$ cat config.mk
export PLATFORM = sky130hd
export DESIGN_NAME = integer_to_ascii_formatter_unit
export DESIGN_NICKNAME = d
export VERILOG_FILES = /design/src/rtl/ifa_pkg.sv /design/src/rtl/integer_to_ascii_formatter_unit.sv /design/src/rtl/ifa_front.sv /design/src/rtl/ifa_queue.sv /design/src/rtl/ifa_back.sv
export SDC_FILE = /design/constraint.sdc
export NUM_CORES = 1
export LEC_CHECK = 0
export BUFFER_PORTS_ARGS = -buffer_cell sky130_fd_sc_hd__buf_2
export CAP_MARGIN = 10
export CORE_MARGIN = 4
export CORE_UTILIZATION = 50
export CTS_CLUSTER_DIAMETER = 120
export DETAILED_ROUTE_END_ITERATION = 8
export GPL_TIMING_DRIVEN = 0
export PLACE_DENSITY = 0.68
export SYNTH_ARGS = -nofsm -noshare
export SYNTH_HDL_FRONTEND = slang
export SYNTH_SLANG_ARGS = --single-unit
export TNS_END_PERCENT = 5
$ cat constraint.sdc
create_clock -name clk -period 13.1 [get_ports clk]
set_input_delay 2.62 -clock clk [delete_from_list [all_inputs] [get_ports clk]]
set_output_delay 2.62 -clock clk [all_outputs]
set_load 0.01 [all_outputs]
$ cat src/rtl/ifa_pkg.sv
`timescale 1ns / 1ps

package ifa_pkg;

  localparam logic [2:0] CMD_CHAR = 3'd0;
  localparam logic [2:0] CMD_SDEC = 3'd1;
  localparam logic [2:0] CMD_UDEC = 3'd2;
  localparam logic [2:0] CMD_HEXL = 3'd3;
  localparam logic [2:0] CMD_HEXU = 3'd4;
  localparam logic [2:0] CMD_PTR  = 3'd5;

  localparam logic [1:0] KIND_LIT = 2'd0;
  localparam logic [1:0] KIND_DEC = 2'd1;
  localparam logic [1:0] KIND_HEX = 2'd2;
  localparam logic [1:0] KIND_PTR = 2'd3;

  localparam logic [7:0] CH_ZERO  = 8'h30;
  localparam logic [7:0] CH_MINUS = 8'h2d;
  localparam logic [7:0] CH_X     = 8'h78;
  localparam logic [7:0] CH_LOWA  = 8'h61;
  localparam logic [7:0] CH_UPA   = 8'h41;

  typedef struct packed {
    logic [2:0]  cmd;
    logic [63:0] value;
  } req_t;

  typedef struct packed {
    logic [7:0] char_code;
    logic       last_char;
  } rsp_t;

  // classified request handed from front to back
  typedef struct packed {
    logic [1:0]  kind;
    logic        neg;
    logic        upper;
    logic [63:0] operand;
  } ent_t;

  function automatic logic [7:0] digit_char(input logic [3:0] nib, input logic upper);
    logic [7:0] base;
    begin
      base = upper ? CH_UPA : CH_LOWA;
      if (nib < 4'd10) begin
        digit_char = CH_ZERO + {4'd0, nib};
      end else begin
        digit_char = base + {4'd0, nib} - 8'd10;
      end
    end
  endfunction

endpackage

$ cat src/rtl/integer_to_ascii_formatter_unit.sv
`timescale 1ns / 1ps

// Integer-to-ASCII formatter.
// Request channel (req_valid / req_stall / req): one request carries a kind
// (cmd) and a 64-bit value; it is taken at an edge with req_valid high and
// req_stall low. Kinds 6 and 7 are taken and produce nothing.
// Response channel (rsp_valid / rsp_stall / rsp): one character per
// response, last_char set on the final character of a request.
// A front classifier writes requests into a two-entry queue; the back end
// pulls one request at a time and formats it.
// Steps per request in the back end: it pulls the request, then
//   literal: one character; hex: 8 digit positions; pointer: '0', 'x' and
//   16 digit positions; decimal: 32 shift-add steps of the BCD converter,
//   then an optional '-' and 10 digit positions. Leading zeros are skipped.
// The output register shows each character the cycle after it is emitted.
// The queue lets two more requests be taken while one is formatted.
// Reset empties the queue, returns the back end to idle and drops any
// pending response. A stalled response holds; the back end waits on it.
module integer_to_ascii_formatter_unit (
  input  logic          clk,
  input  logic          rst,
  input  logic          req_valid,
  output logic          req_stall,
  input  ifa_pkg::req_t req,
  output logic          rsp_valid,
  input  logic          rsp_stall,
  output ifa_pkg::rsp_t rsp
);

  ifa_pkg::ent_t wr_ent;
  ifa_pkg::ent_t rd_ent;
  logic          push;
  logic          pop;
  logic          q_full;
  logic          q_empty;

  assign req_stall = q_full;

  ifa_front u_front (
    .req       (req),
    .req_valid (req_valid),
    .q_full    (q_full),
    .push      (push),
    .ent       (wr_ent)
  );

  ifa_queue u_queue (
    .clk    (clk),
    .rst    (rst),
    .push   (push),
    .wr_ent (wr_ent),
    .pop    (pop),
    .rd_ent (rd_ent),
    .full   (q_full),
    .empty  (q_empty)
  );

  ifa_back u_back (
    .clk       (clk),
    .rst       (rst),
    .q_empty   (q_empty),
    .q_ent     (rd_ent),
    .pop       (pop),
    .rsp_valid (rsp_valid),
    .rsp_stall (rsp_stall),
    .rsp       (rsp)
  );

endmodule

$ cat src/rtl/ifa_front.sv
`timescale 1ns / 1ps

module ifa_front (
  input  ifa_pkg::req_t req,
  input  logic          req_valid,
  input  logic          q_full,
  output logic          push,
  output ifa_pkg::ent_t ent
);

  logic [31:0] low32;
  logic        known;

  assign low32 = req.value[31:0];

  always_comb begin
    known       = 1'b1;
    ent.kind    = ifa_pkg::KIND_LIT;
    ent.neg     = 1'b0;
    ent.upper   = 1'b0;
    ent.operand = {32'd0, low32};
    case (req.cmd)
      ifa_pkg::CMD_CHAR: begin
        ent.operand = {56'd0, req.value[7:0]};
      end
      ifa_pkg::CMD_SDEC: begin
        ent.kind    = ifa_pkg::KIND_DEC;
        ent.neg     = low32[31];
        ent.operand = {32'd0, low32[31] ? (~low32 + 32'd1) : low32};
      end
      ifa_pkg::CMD_UDEC: begin
        ent.kind = ifa_pkg::KIND_DEC;
      end
      ifa_pkg::CMD_HEXL: begin
        ent.kind = ifa_pkg::KIND_HEX;
      end
      ifa_pkg::CMD_HEXU: begin
        ent.kind  = ifa_pkg::KIND_HEX;
        ent.upper = 1'b1;
      end
      ifa_pkg::CMD_PTR: begin
        ent.kind    = ifa_pkg::KIND_PTR;
        ent.operand = req.value;
      end
      default: begin
        known = 1'b0;
      end
    endcase
  end

  // unknown kinds are taken and dropped
  assign push = req_valid && !q_full && known;

endmodule

$ cat src/rtl/ifa_queue.sv
`timescale 1ns / 1ps

module ifa_queue (
  input  logic          clk,
  input  logic          rst,
  input  logic          push,
  input  ifa_pkg::ent_t wr_ent,
  input  logic          pop,
  output ifa_pkg::ent_t rd_ent,
  output logic          full,
  output logic          empty
);

  ifa_pkg::ent_t slots [2];
  logic          wr_ptr;
  logic          rd_ptr;
  logic [1:0]    count;

  assign full   = (count == 2'd2);
  assign empty  = (count == 2'd0);
  assign rd_ent = slots[rd_ptr];

  always_ff @(posedge clk) begin
    if (push) begin
      slots[wr_ptr] <= wr_ent;
    end
  end

  always_ff @(posedge clk) begin
    if (rst) begin
      wr_ptr <= 1'b0;
      rd_ptr <= 1'b0;
      count  <= 2'd0;
    end else begin
      if (push) begin
        wr_ptr <= ~wr_ptr;
      end
      if (pop) begin
        rd_ptr <= ~rd_ptr;
      end
      case ({push, pop})
        2'b10:   count <= count + 2'd1;
        2'b01:   count <= count - 2'd1;
        default: count <= count;
      endcase
    end
  end

endmodule

$ cat src/rtl/ifa_back.sv
`timescale 1ns / 1ps

module ifa_back (
  input  logic          clk,
  input  logic          rst,
  input  logic          q_empty,
  input  ifa_pkg::ent_t q_ent,
  output logic          pop,
  output logic          rsp_valid,
  input  logic          rsp_stall,
  output ifa_pkg::rsp_t rsp
);

  localparam logic [2:0] S_IDLE  = 3'd0;
  localparam logic [2:0] S_LIT   = 3'd1;
  localparam logic [2:0] S_CONV  = 3'd2;
  localparam logic [2:0] S_PRE_A = 3'd3;
  localparam logic [2:0] S_PRE_B = 3'd4;
  localparam logic [2:0] S_DIG   = 3'd5;

  logic [2:0]  state;
  logic [1:0]  kind;
  logic        neg;
  logic        upper;
  logic [63:0] dig;
  logic [31:0] bin;
  logic [4:0]  step;
  logic [3:0]  idx;
  logic        started;

  logic        can_emit;
  logic        emit;
  logic [7:0]  emit_char;
  logic        emit_last;
  logic [3:0]  nib;
  logic        skip;
  logic [39:0] bcd_adj;

  assign can_emit = !rsp_valid || !rsp_stall;
  assign pop      = (state == S_IDLE) && !q_empty;
  assign nib      = dig[{idx, 2'b00} +: 4];
  assign skip     = (nib == 4'd0) && !started && (idx != 4'd0);

  // double-dabble correction on the ten BCD digits
  always_comb begin
    for (int i = 0; i < 10; i++) begin
      bcd_adj[i*4 +: 4] = (dig[i*4 +: 4] >= 4'd5) ? (dig[i*4 +: 4] + 4'd3) : dig[i*4 +: 4];
    end
  end

  always_comb begin
    emit      = 1'b0;
    emit_char = ifa_pkg::CH_ZERO;
    emit_last = 1'b0;
    case (state)
      S_LIT: begin
        emit      = can_emit;
        emit_char = dig[7:0];
        emit_last = 1'b1;
      end
      S_PRE_A: begin
        emit      = can_emit;
        emit_char = (kind == ifa_pkg::KIND_PTR) ? ifa_pkg::CH_ZERO : ifa_pkg::CH_MINUS;
      end
      S_PRE_B: begin
        emit      = can_emit;
        emit_char = ifa_pkg::CH_X;
      end
      S_DIG: begin
        emit      = can_emit && !skip;
        emit_char = ifa_pkg::digit_char(nib, upper);
        emit_last = (idx == 4'd0);
      end
      default: begin
        emit = 1'b0;
      end
    endcase
  end

  always_ff @(posedge clk) begin
    if (rst) begin
      state     <= S_IDLE;
      rsp_valid <= 1'b0;
    end else begin
      if (emit) begin
        rsp_valid <= 1'b1;
      end else if (!rsp_stall) begin
        rsp_valid <= 1'b0;
      end
      case (state)
        S_IDLE: begin
          if (!q_empty) begin
            case (q_ent.kind)
              ifa_pkg::KIND_LIT: state <= S_LIT;
              ifa_pkg::KIND_DEC: state <= S_CONV;
              ifa_pkg::KIND_HEX: state <= S_DIG;
              default:           state <= S_PRE_A;
            endcase
          end
        end
        S_LIT: begin
          if (emit) begin
            state <= S_IDLE;
          end
        end
        S_CONV: begin
          if (step == 5'd31) begin
            state <= neg ? S_PRE_A : S_DIG;
          end
        end
        S_PRE_A: begin
          if (emit) begin
            state <= (kind == ifa_pkg::KIND_PTR) ? S_PRE_B : S_DIG;
          end
        end
        S_PRE_B: begin
          if (emit) begin
            state <= S_DIG;
          end
        end
        S_DIG: begin
          if (emit && idx == 4'd0) begin
            state <= S_IDLE;
          end
        end
        default: begin
          state <= S_IDLE;
        end
      endcase
    end
  end

  always_ff @(posedge clk) begin
    if (emit) begin
      rsp.char_code <= emit_char;
      rsp.last_char <= emit_last;
    end
    case (state)
      S_IDLE: begin
        kind    <= q_ent.kind;
        neg     <= q_ent.neg;
        upper   <= q_ent.upper;
        started <= 1'b0;
        step    <= 5'd0;
        bin     <= q_ent.operand[31:0];
        if (q_ent.kind == ifa_pkg::KIND_DEC) begin
          dig <= 64'd0;
          idx <= 4'd9;
        end else begin
          dig <= q_ent.operand;
          idx <= (q_ent.kind == ifa_pkg::KIND_PTR) ? 4'd15 : 4'd7;
        end
      end
      S_CONV: begin
        dig  <= {24'd0, bcd_adj[38:0], bin[31]};
        bin  <= {bin[30:0], 1'b0};
        step <= step + 5'd1;
      end
      S_DIG: begin
        if (skip) begin
          idx <= idx - 4'd1;
        end else if (emit) begin
          started <= 1'b1;
          if (idx != 4'd0) begin
            idx <= idx - 4'd1;
          end
        end
      end
      default: begin
        step <= step;
      end
    endcase
  end

endmodule

==> results.md <==
Timing:
- The post-route worst setup slack is 8.53 ns.
- The measured slew at the worst slew-check pin is 0.899 ns.
- The final hold violation count is 0.
- Setup repair after global routing left no endpoint under its margin.
- Setup violations remaining at the end of the flow were counted as 0.
- The sum of negative setup slack is 0 ns.
- Static timing analysis puts the maximum clock frequency at 219 MHz.
- The clock period minus final worst setup slack is 4.57 ns.
- The count of final max-slew check failures came to 0.
- The worst clock skew is 0.0271 ns.
- The relative max-transition margin is 39.5%.
- The worst path uses 34.9% of the clock period.

Placement:
- The number of port buffers is 80.
- The placed cell count is 1415.
- The final weighted congestion of routability-driven global placement is 0.853.
- Summed over all nets, the half-perimeter wirelength after detailed placement is 20500 um.
- The worst setup slack before clock tree synthesis is 7.99 ns.

Worst setup path:
- The highest net fanout along the worst path is 5.
- Traced cell by cell, the critical path runs through buf_2 > or4_1 > nor4_1 > nand3_1 > o31ai_1 > mux2i_1.
- The category of the most critical setup path is in2reg.
- The cell family contributing the most delay on the critical path is simple AND/OR/NAND/NOR gates.
- The type of origin of the critical path is an input port.
- The data arrival time at the worst-slack endpoint is 4.91 ns.
- The required time at the worst-slack endpoint is 13.45 ns.
- The worst setup path is captured at a flip-flop.
- The number of buffers and inverters on the critical path is 1.
- In this design, the stage delay of the slowest critical-path cell is 0.60 ns.
- The slowest stage of the critical path belongs to the cell sky130_fd_sc_hd__nor4_1.

Die:
- The floorplan step defined a die boundary enclosing 28000 um^2.
- The die boundary height is 167 um.
- For this configuration, the core starts out at a cell density of 50.7%.
- The region available for standard cell placement spans 25000 um^2.
- During I/O placement, the number of pins put on the boundary was 82.
- In this run the core area contains 58 standard-cell rows.
- The floorplan step set the die width to 167 um.

Routing:
- The total routed wirelength is 28300 um.
- The detailed router placed 8371 vias in this run.
- The number of detailed-route iterations in the first pass is 7.
- In this run the remaining antenna-violating nets after routing total 0.
- After detailed routing, the number of remaining DRC violations is 0.
- The highest routing layer actually used is met4.
- In the final routed layout, each cell accounts on average for 19.3 um.
- The length of routed wiring on met1 is 12800 um.
- The number of violations reported at the end of detailed-routing iteration 0 is 633.
- The routed design uses 1910 um of met3 wire.
- The number of vias per cell is 5.71.
- The met2 layer wire length in the routed design is 13000 um.

Logic synthesis:
- Counting flops with an async set or reset pin after synthesis yields a share of 0%.
- The mean instance size in the synthesized netlist is 12.7 um^2.
- The synthesized netlist occupies a cell area of 12700 um^2.
- In this run, synthesis inferred 255 flip-flops with an integrated enable.
- The share of the yosys chip area belonging to registers is 61.8%.
- Synthesis produced a netlist whose cell count is 997.
- Yosys printed 0 warnings.
- Synthesis produced a netlist with a net count of 1095.
- The number of distinct library cells after synthesis is 58.
- The number of flip-flops and latches in the synthesized netlist is 264.
- The commonest register cell after synthesis is sky130_fd_sc_hd__edfxtp_1.

Cells and area:
- In the layout the commonest cells are sky130_fd_sc_hd__edfxtp_1 (255), sky130_fd_sc_hd__nor2_1 (101), sky130_fd_sc_hd__buf_2 (84).
- Fill cells in the final layout number 2050.
- The number of standard cells in the final layout excluding fillers is 1467.
- The commonest non-fill, non-tap cell in the layout is sky130_fd_sc_hd__edfxtp_1.
- Compared with the post-synthesis result, the final layout area differs by 15.0%.
- The count of inserted antenna diode cells is 0.
- The share of final-layout standard cells stronger than drive strength 1 is 14.2%.
- At the end of the flow, the number of nets in the layout was 1213.

Run:
- The tool flagged a number of max-cap violations equal to 0.

Clock network:
- The hold buffer count at cts is 0.
- CTS built an H-tree with a depth of 1.
- The clock-pin slew of the registers on the worst-case setup and hold paths is 0.06 ns.
- The clock latency at the later pin of the worst-skew pair is 0.56 ns.
- The tree is rooted in a sky130_fd_sc_hd__clkbuf_16.
- The CTS tree is done.
- In this run the post-CTS setup repair buffer count came out at 0.
- The maximum count of clock buffers along a single path is 3.
- The number of gates resized after CTS is 0.
- Counting every sink on the clock net gives 264.
- The number of buffers added by the clock tree synthesis step is 28.

Global routing:
- The final global-route overflow total is 0.
- The global-route wire length before repair is 44800 um.
- Across every metal layer, demand over resource in global routing totals 20.0%.
- Entering global routing, the biggest net connects 36 pins.
- The via count of the first global-routing pass is 8019.
- The initial antenna violation count is 0.

Pwr:
- The analysis attributes to cell leakage a power of 5.45 nW.
- The total power of the final layout is 3.34 mW.
- Of the total power, the clock network draws 22.6%.
- The switching share of power is 34.8%.
- Per report_power, the sequential group accounts for 43.2% of the total.
- IR analysis of the VDD net gives a maximum drop of 0.123 mV.
- In this run, the combinational gates consume 34.3% of the power.
- The power density of the placed cells is 229 nW/um^2.
- The switching power is 1.16 mW.
- The internal cell power is 2.18 mW.

Worst hold path:
- The kind of path behind the tightest hold check is reg2reg.

Outcome:
- The flow ran to the end, and the final reports show no timing, DRC or antenna violations.
[synthesized netlist by cell type (15+ instances only)]
cell	count	area (um^2)
sky130_fd_sc_hd__a21oi_1	83	415
sky130_fd_sc_hd__nand2_1	38	143
sky130_fd_sc_hd__clkbuf_1	40	150
sky130_fd_sc_hd__or3_1	30	188
sky130_fd_sc_hd__nor2_1	104	390
sky130_fd_sc_hd__mux2i_1	81	811
sky130_fd_sc_hd__o21ai_0	55	275
sky130_fd_sc_hd__nand2b_1	15	93.8
sky130_fd_sc_hd__ha_1	27	338
sky130_fd_sc_hd__edfxtp_1	255	7660
sky130_fd_sc_hd__xnor2_1	19	166
sky130_fd_sc_hd__and2_1	36	225
sky130_fd_sc_hd__inv_1	36	135
[kinds of logic after synthesis]
family,Yosys count,share of synthesized area (%)
fa+ha+maj,27,2.66
simple gates,283,11.2
compound gates,199,9.40
xor+xnor,33,2.28
flops,264,61.8
buf+inv,86,2.70
mux,105,10.0
[power groups by stage]
stage          logic [mW]  registers (mW)  clock network, mW
2_1_floorplan       0.793            1.43                  0
3_3_place_gp         1.05            1.50                  0
3_5_place_dp         1.14            1.45                  0
4_1_cts              1.15            1.44              0.764
5_1_grt              1.27            1.47              0.803
6_report             1.15            1.44              0.754
[worst min-delay path, stage by stage, from the launching register on]
cell and delay (ns):
sky130_fd_sc_hd__dfxtp_1 0.32, sky130_fd_sc_hd__xnor2_1 0.09, sky130_fd_sc_hd__nor2_1 0.08
[registers in the layout, summed over array words and instances (netlist names), 3 cells and up, named ones only]
| signal | flops |
|---|---|
| u_queue.slots | 136 |
| u_back.dig | 64 |
| u_back.bin | 32 |
| u_back.rsp | 9 |
| u_back.step | 5 |
| u_back.idx | 4 |
| u_back.state | 3 |
[path summary, 6_finish.rpt]
path | end | startpoint | cells past startpoint | slack [ns]
setup / recovery | u_queue.slots[1][24]$_DFFE_PP_ | req[6] | 6 | 8.53
hold / removal | u_queue.rd_ptr$_SDFFE_PP0P_ | u_queue.rd_ptr$_SDFFE_PP0P_ | 2 | 0.52
setup reg to reg | u_back.rsp[1]$_DFFE_PP_ | u_back.idx[0]$_SDFFCE_PN1P_ | 10 | 9.41
hold reg to reg | u_queue.rd_ptr$_SDFFE_PP0P_ | u_queue.rd_ptr$_SDFFE_PP0P_ | 2 | 0.52
[cell type report]
| type | instances | area, um^2 | share of cell area (%) |
|---|---|---|---|
| buffer | 49 | 204 | 1.40 |
| clock buffer | 32 | 716 | 4.91 |
| clock inverter | 20 | 158 | 1.08 |
| inverter | 37 | 139 | 0.952 |
| multi-input combinational | 647 | 4540 | 31.1 |
| sequential | 264 | 7840 | 53.7 |
| tap | 330 | 413 | 2.83 |
| timing repair buffer | 88 | 583 | 4.00 |
[metal layers]
layer  vias to the layer above  GRT usage, %
met1                      4049          29.9
met3                        50          3.02
met5                         -             0
li1                       3981             -
met2                       291          30.8
met4                         0          5.43
[metrics by stage]
stage | hold slack [ns] | utilization (%) | area [um^2]
global route | 0.543 | 58.3 | 14600
global placement | 0.497 | 53.9 | 13500
CTS | 0.527 | 58.3 | 14600
detailed placement | 0.499 | 54.8 | 13700
floorplan | 0.480 | - | 12700
finish | 0.524 | 58.3 | 14600
Note: power is estimated with default switching activity, not from simulation.
